==> src/rtl/asmb_fifo.sv <==
`timescale 1ns / 1ps
// asmb_fifo: small register queue between pipeline sections.
// Depends on nothing; DEPTH must be a power of two.
module asmb_fifo #(
	parameter int WIDTH = 8,
	parameter int DEPTH = 4
) (
	input  logic             clk,
	input  logic             arst_n,
	input  logic             push,
	output logic             full,
	input  logic [WIDTH-1:0] wdata,
	input  logic             pop,
	output logic             empty,
	output logic [WIDTH-1:0] rdata
);
	localparam int AW  = (DEPTH > 1) ? $clog2(DEPTH) : 1;
	localparam int CNW = $clog2(DEPTH + 1);

	logic [WIDTH-1:0] mem_q [0:DEPTH-1];
	logic [AW-1:0]    wr_q, rd_q;
	logic [CNW-1:0]   count_q;
	logic             do_push, do_pop;

	assign full    = (count_q == CNW'(DEPTH));
	assign empty   = (count_q == '0);
	assign do_push = push && !full;
	assign do_pop  = pop && !empty;
	assign rdata   = mem_q[rd_q];

	always_ff @(posedge clk or negedge arst_n) begin
		if (!arst_n) begin
			wr_q    <= '0;
			rd_q    <= '0;
			count_q <= '0;
		end else begin
			if (do_push) wr_q <= wr_q + 1'b1;
			if (do_pop) rd_q <= rd_q + 1'b1;
			count_q <= count_q + CNW'(do_push) - CNW'(do_pop);
		end
	end

	always_ff @(posedge clk) begin
		if (do_push) mem_q[wr_q] <= wdata;
	end

	a_no_overflow: assert property (@(posedge clk) disable iff (!arst_n)
		count_q <= CNW'(DEPTH)) else $error("fifo count beyond depth");
	a_ptr_match: assert property (@(posedge clk) disable iff (!arst_n)
		(count_q == '0) |-> (wr_q == rd_q)) else $error("fifo pointers out of step");
	a_count_track: assert property (@(posedge clk) disable iff (!arst_n)
		(do_push && !do_pop) |=> !empty) else $error("fifo empty after push");

endmodule

==> config.mk <==
export PLATFORM = sky130hd
export DESIGN_NAME = asmb_fifo
export DESIGN_NICKNAME = d
export VERILOG_FILES = /design/src/rtl/asmb_fifo.sv
export SDC_FILE = /design/constraint.sdc
export NUM_CORES = 1
export LEC_CHECK = 0
export BUFFER_PORTS_ARGS = -buffer_cell sky130_fd_sc_hd__buf_2
export CAP_MARGIN = 20
export CORE_MARGIN = 8
export CORE_UTILIZATION = 35
export CTS_CLUSTER_DIAMETER = 30
export DETAILED_ROUTE_END_ITERATION = 8
export PLACE_DENSITY = 0.6
export SLEW_MARGIN = 0
export SYNTH_ARGS = -nofsm -noshare
export SYNTH_HDL_FRONTEND = slang
export SYNTH_SLANG_ARGS = --single-unit
export TNS_END_PERCENT = 30
==> constraint.sdc <==
create_clock -name clk -period 3 [get_ports clk]
set_input_delay 0.6 -clock clk [delete_from_list [all_inputs] [get_ports clk]]
set_output_delay 0.6 -clock clk [all_outputs]
set_load 0.005 [all_outputs]
==> results.ini, run 1 <==
[layout]
syn_to_final_growth_pct = 15.0
fin_nets = 128
post-route-util_pct = 42.3
final_layout_size_suffix_gt1_share_pct = 33.6
diodes = 0

[logic_synthesis]
synthFlopType = edfxtp_1
synth_edf_count = 32
syn_inst = 83
yosysSeqAreaShare_pct = 70.0
syn-num-nets = 102
synth.most_common_cell = edfxtp_1
ys_types = 18
synth_top_area_share_pct = 59.2
synth_top_cell_by_area = edfxtp_1
synthTopCellsByCount = 32 x edfxtp_1, 8 x mux4_2, 7 x dfrtp_1, 6 x ha_1, 6 x inv_1
yosys-top-cells-area = edfxtp_1 59%, mux4_2 11%, dfrtp_1 11%
async_flop_share_pct = 17.9
yosysWarnings = 0
ys_ff_latch = 39
avgSynthCellArea_um2 = 19.6
syn_area_um2 = 1620

[critical_path]
path_cells = mux4_2, buf_2
worstPathArrival_ns = 1.75
path_class = reg2out
critPathBufInv = 1
max_stage_delay_ns = 0.74
startpoint = rd_q[0]$_DFFE_PN0P_
path_delay_family = flip-flops
cp_max_fo = 10
end_kind = primary output
cp-start-kind = flop
rr_startpoint = count_q[1]$_DFF_PN0_
cp.required_ns = 2.40
crit_slowest_cell = dfrtp_1

[power_and_ir_drop]
power_frac_comb_pct = 28.8
p_seq_share_pct = 51.4
p_int_mw = 1.18
power-per-cell-area_nw_per_um2 = 918
peakVddDrop_mv = 0.507
clkPwrFrac_pct = 19.8
power_switching_mw = 0.531
power_leakage_nw = 0.698
switching_share_pct = 31.0

[timing]
maxSlewHeadroom_pct = 58.7
hold_viol_final = 0
setup_viol = 0
fin_crit_sh_pct = 78.3
skew_ns = 0.00681
period_needed_ns = 2.35
maxSlewViolCount = 0
maxClockFrequency_mhz = 426
tightest_slew_ns = 0.619
tns_ns = 0
rsz0062_at_grt = false

[floorplanning]
fp.dieH_um = 84.1
num_io_pins = 22
dieArea_um2 = 7070
core_um2 = 4410
rows = 24
start_util_pct = 36.8
die_x_um = 84.1

[detailed_routing]
ant_nets = 0
vias = 795
avgRoutedWirePerCell_um = 16.7
drtPass1Iterations = 3
drc = 0
via_per_inst = 4.91
wl_um = 2710
first_iter_violations = 79

[global_routing]
grt_pass1_wl_um = 4470
grt_pass1_vias = 881
grt_use_total_pct = 8.20
antenna_found_initial = 0
grt_max_degree = 13
grt_overflow = 0

[cts]
cts_sinks = 39
htree_levels = 2
cts_hold_buf = 0
clk_latency_ns = 0.29
cts_buffer_depth = 2
ctsRootBufferMaster = clkbuf_8
post-cts-setup-buffers = 0
clkTransAtPathRegs_ns = 0.07
cts_buffers = 5
cts_tree = done
ctsResizeCount = 0

[placed_design]
port_buffers = 21
hpwl_um = 1860
gp_congestion = 0.719

[flow_run]
max-cap-violations = 0

[hold_path]
hold_path_class = in2async

[outcome]
status = finished clean

[cell usage in the layout (no fill, tap or decap)]
cell type	Yosys	final
nor3b_4	1	1
xnor2_1	4	4
nand2_1	1	1
clkbuf_1	0	1
mux4_2	8	8
and3b_1	4	4
nand2b_1	4	4
clkinvlp_4	0	1
edfxtp_1	32	32
o311ai_1	1	1
inv_1	6	6
o31ai_1	1	1
o211ai_1	2	2
ha_1	6	6
buf_2	0	21
clkbuf_8	0	5
nor3_1	1	1
fa_1	1	1
nand4bb_1	2	2
dfrtp_1	7	7
clkinv_2	0	1
[power by group through the flow]
stage / Clock [mW] / Combinational (mW) / Sequential, mW
floorplan: 0 / 0.414 / 0.806
global placement: 0 / 0.504 / 0.889
detailed placement: 0 / 0.509 / 0.899
CTS: 0.354 / 0.514 / 0.886
global route: 0.375 / 0.566 / 0.902
finish: 0.340 / 0.493 / 0.880
[per-stage QoR]
step / setup WS, ns / hold slack [ns] / instance area [µm²] / cells / power (mW)
finish: 0.650 / 0.135 / 1870 / 162 / 1.71
global route: 0.530 / 0.136 / 1870 / 162 / 1.84
CTS: 0.591 / 0.131 / 1870 / 162 / 1.75
detailed placement: 0.821 / 0.445 / 1780 / 154 / 1.41
global placement: 0.872 / 0.443 / 1780 / 154 / 1.39
floorplan: 0.931 / 0.304 / 1620 / 83 / 1.22
[worst paths after layout]
path                                          to  slack, ns  depth (start not counted)
max reg2reg                 count_q[2]$_DFF_PN0_       0.82                          8
min reg2reg                  wr_q[1]$_DFFE_PN0P_       0.64                          2
max in group asynchronous    rd_q[1]$_DFFE_PN0P_       2.71                          1
min in group clk           mem_q[2][4]$_DFFE_PP_       0.52                          1
min                         count_q[2]$_DFF_PN0_       0.14                          1
max                                     rdata[4]       0.65                          2
[logic make-up (layout without fill, tap and decap cells)]
logic type	after synthesis	in the layout	share of synthesized area (%)
flip-flops	39	39	70.0
adder cells (fa/ha/maj)	7	7	5.86
AND/OR/NAND/NOR	13	13	6.78
multiplexers	8	8	11.1
XOR/XNOR	4	4	2.16
AO/OA/AOI/OAI	4	4	1.93
buffers and inverters	8	35	2.16
[per-layer routing]
metal / track usage [%] / wire length [µm]
met1: 9.55 / 1230
met5: 0 / 0
met3: 3.71 / 179
met2: 12.3 / 1250
met4: 4.24 / 48
[layout make-up]
cell class	instances	area, µm²
fillers	418	2550
flip-flops and latches	39	1140
multi-input cells	36	452
repair buffers	21	105
clock buffers	6	72.6
well taps	52	65.1
inverters	6	22.5
clock inverters	2	12.5
[flip-flops by register name, summed over array words and instances, names as in the netlist]
| name | cells |
|---|---|
| mem_q | 32 |
| count_q | 3 |
| rd_q | 2 |
| wr_q | 2 |
Power figures use the tool's default switching activity.
==> run 2: changes to the inputs <==
--- a/config.mk
+++ b/config.mk
@@ -11,7 +11,7 @@
 export CORE_UTILIZATION = 35
 export CTS_CLUSTER_DIAMETER = 30
 export DETAILED_ROUTE_END_ITERATION = 8
-export PLACE_DENSITY = 0.6
+export PLACE_DENSITY = 0.62
 export SLEW_MARGIN = 0
 export SYNTH_ARGS = -nofsm -noshare
 export SYNTH_HDL_FRONTEND = slang
==> constraint.sdc (replaced) <==
create_clock -name clk -period 1.9 [get_ports clk]
set_input_delay 0.38 -clock clk [delete_from_list [all_inputs] [get_ports clk]]
set_output_delay 0.38 -clock clk [all_outputs]
set_load 0.005 [all_outputs]
==> results.ini, run 2 (synthesis gave the netlist of run 1 again) <==
[detailed_routing]
avgRoutedWirePerCell_um = 16.0
first_iter_violations = 21
via_per_inst = 4.80
ant_nets = 0
wl_um = 2850
drc = 0
drtPass1Iterations = 2
vias = 855

[timing]
finalWorstSetupSlack_ns = -0.0629
maxSlewViolCount = 0
maxSlewHeadroom_pct = 70.2
maxClockFrequency_mhz = 509
setup_viol = 1
fin_crit_sh_pct = 103
rsz0062_at_grt = true
tightest_slew_ns = 0.448
skew_ns = 0.00371
period_needed_ns = 1.96
hold_viol_final = 0

[power_and_ir_drop]
power-per-cell-area_nw_per_um2 = 1580
power_leakage_nw = 0.806
peakVddDrop_mv = 0.699

[critical_path]
rr_startpoint = count_q[1]$_DFF_PN0_
worstPathArrival_ns = 2.14
r2r_slack_ns = -0.06
cp-start-kind = flop
cp_max_fo = 3
end_kind = flop
path_class = reg2reg
reg2reg_depth = 8
r2r-end = count_q[2]$_DFF_PN0_
cp.required_ns = 2.07

[global_routing]
grt_max_degree = 13
antenna_found_initial = 0
grt_use_total_pct = 8.52
grt_pass1_wl_um = 4620
grt_overflow = 0
grt_pass1_vias = 947

[hold_path]
hold_depth = 1
hp-start = wdata[1]
worstHoldEndpoint = mem_q[0][1]$_DFFE_PP_
hold_path_class = in2reg

[cts]
ctsRootBufferMaster = clkbuf_8
htree_levels = 2
cts_buffers = 5
clk_latency_ns = 0.29
cts_sinks = 39
cts_buffer_depth = 2
cts_tree = done
clkTransAtPathRegs_ns = 0.07

[outcome]
violations = setup timing
status = finished, violations left

[placed_design]
port_buffers = 21
hpwl_um = 2000
gp_congestion = 0.812
place_inst = 164
dp_slack_ns = -0.116

[layout]
fin_nets = 144
diodes = 0
final_cell_mix = 32 x edfxtp_1, 21 x buf_2, 14 x buf_4
mostFrequentLayoutCell = edfxtp_1
post-route-util_pct = 47.1
final_layout_size_suffix_gt1_share_pct = 46.8
largest_reg_flops = 32
top_regs = mem_q: 32 flops, count_q: 3 flops
syn_to_final_growth_pct = 28.1
layout.cells.non_filler = 178
fillers = 386
largest-register = mem_q

[floorplanning]
fp.dieH_um = 84.1
start_util_pct = 36.8
num_io_pins = 22
core_um2 = 4410
rows = 24
die_x_um = 84.1
dieArea_um2 = 7070

[flow_run]
max-cap-violations = 0

run 2: cell count changes in the layout (fill, tap and decap cells not counted), moves of 2 or more:
cell       delta
bufinv_16     +2
dfrtp_1       -3
buf_4        +14
dfrtp_2       +3
run 2: report_power, final:
group / internal (mW) / switching, mW / total (mW)
combinational: 0.682 / 0.473 / 1.15
sequential: 1.16 / 0.166 / 1.33
clock: 0.525 / 0.281 / 0.805
total: 2.37 / 0.919 / 3.29
run 2: worst max-delay path by stage:
stage,startpoint,depth (start not counted),end,slack (ns)
2_1_floorplan,count_q[2]$_DFF_PN0_,8,count_q[2]$_DFF_PN0_,-0.07
3_3_place_gp,count_q[2]$_DFF_PN0_,8,count_q[2]$_DFF_PN0_,-0.03
3_5_place_dp,count_q[2]$_DFF_PN0_,8,count_q[2]$_DFF_PN0_,-0.12
4_1_cts,count_q[1]$_DFF_PN0_,8,count_q[2]$_DFF_PN0_,-0.07
5_1_grt,count_q[1]$_DFF_PN0_,8,count_q[2]$_DFF_PN0_,-0.16
6_report,count_q[1]$_DFF_PN0_,8,count_q[2]$_DFF_PN0_,-0.06
run 2: what timing repair did:
action / in CTS / in global routing
hold buffers: 1 / 0
buffers inserted: 4 / 1
gates cloned: 0 / 0
setup endpoints to repair: 9 / 10
pin swaps: 1 / 0
resized for setup: 3 / 3
hold endpoints to repair: 7 / 0
run 2: cell type report:
type,count,area (µm²),share of cell area [%]
flip-flops and latches,39,1140,54.8
multi-input cells,36,478,23.0
repair buffers,37,240,11.6
clock buffers,6,72.6,3.49
well taps,52,65.1,3.13
clock inverters,2,60.1,2.89
inverters,6,22.5,1.08
run 2: metal layers:
layer	track usage, %	up-vias	wire [µm]
met5	0	-	0
met2	13.4	21	1340
met3	4.59	7	191
met4	3.30	0	37
li1	-	405	-
met1	9.42	422	1280
run 2: metrics by stage:
stage | TNS (ns) | power [mW] | hold slack, ns | area (µm²)
global placement | -0.0275 | 2.36 | 0.221 | 1880
detailed placement | -0.116 | 2.41 | 0.228 | 1880
global route | -0.440 | 3.51 | 0.295 | 2080
finish | -0.0629 | 3.29 | 0.302 | 2080
floorplan | -0.0710 | 1.94 | 0.0844 | 1630
CTS | -0.0681 | 3.30 | 0.303 | 2060
run 2: critical path, cell delays in order (launching register included):
cell and delay (ns):
dfrtp_2 0.43, o31ai_4 0.26, inv_1 0.07, ha_1 0.27, inv_1 0.04, ha_2 0.16, fa_2 0.35, xnor2_2 0.15
xnor2_1 0.13
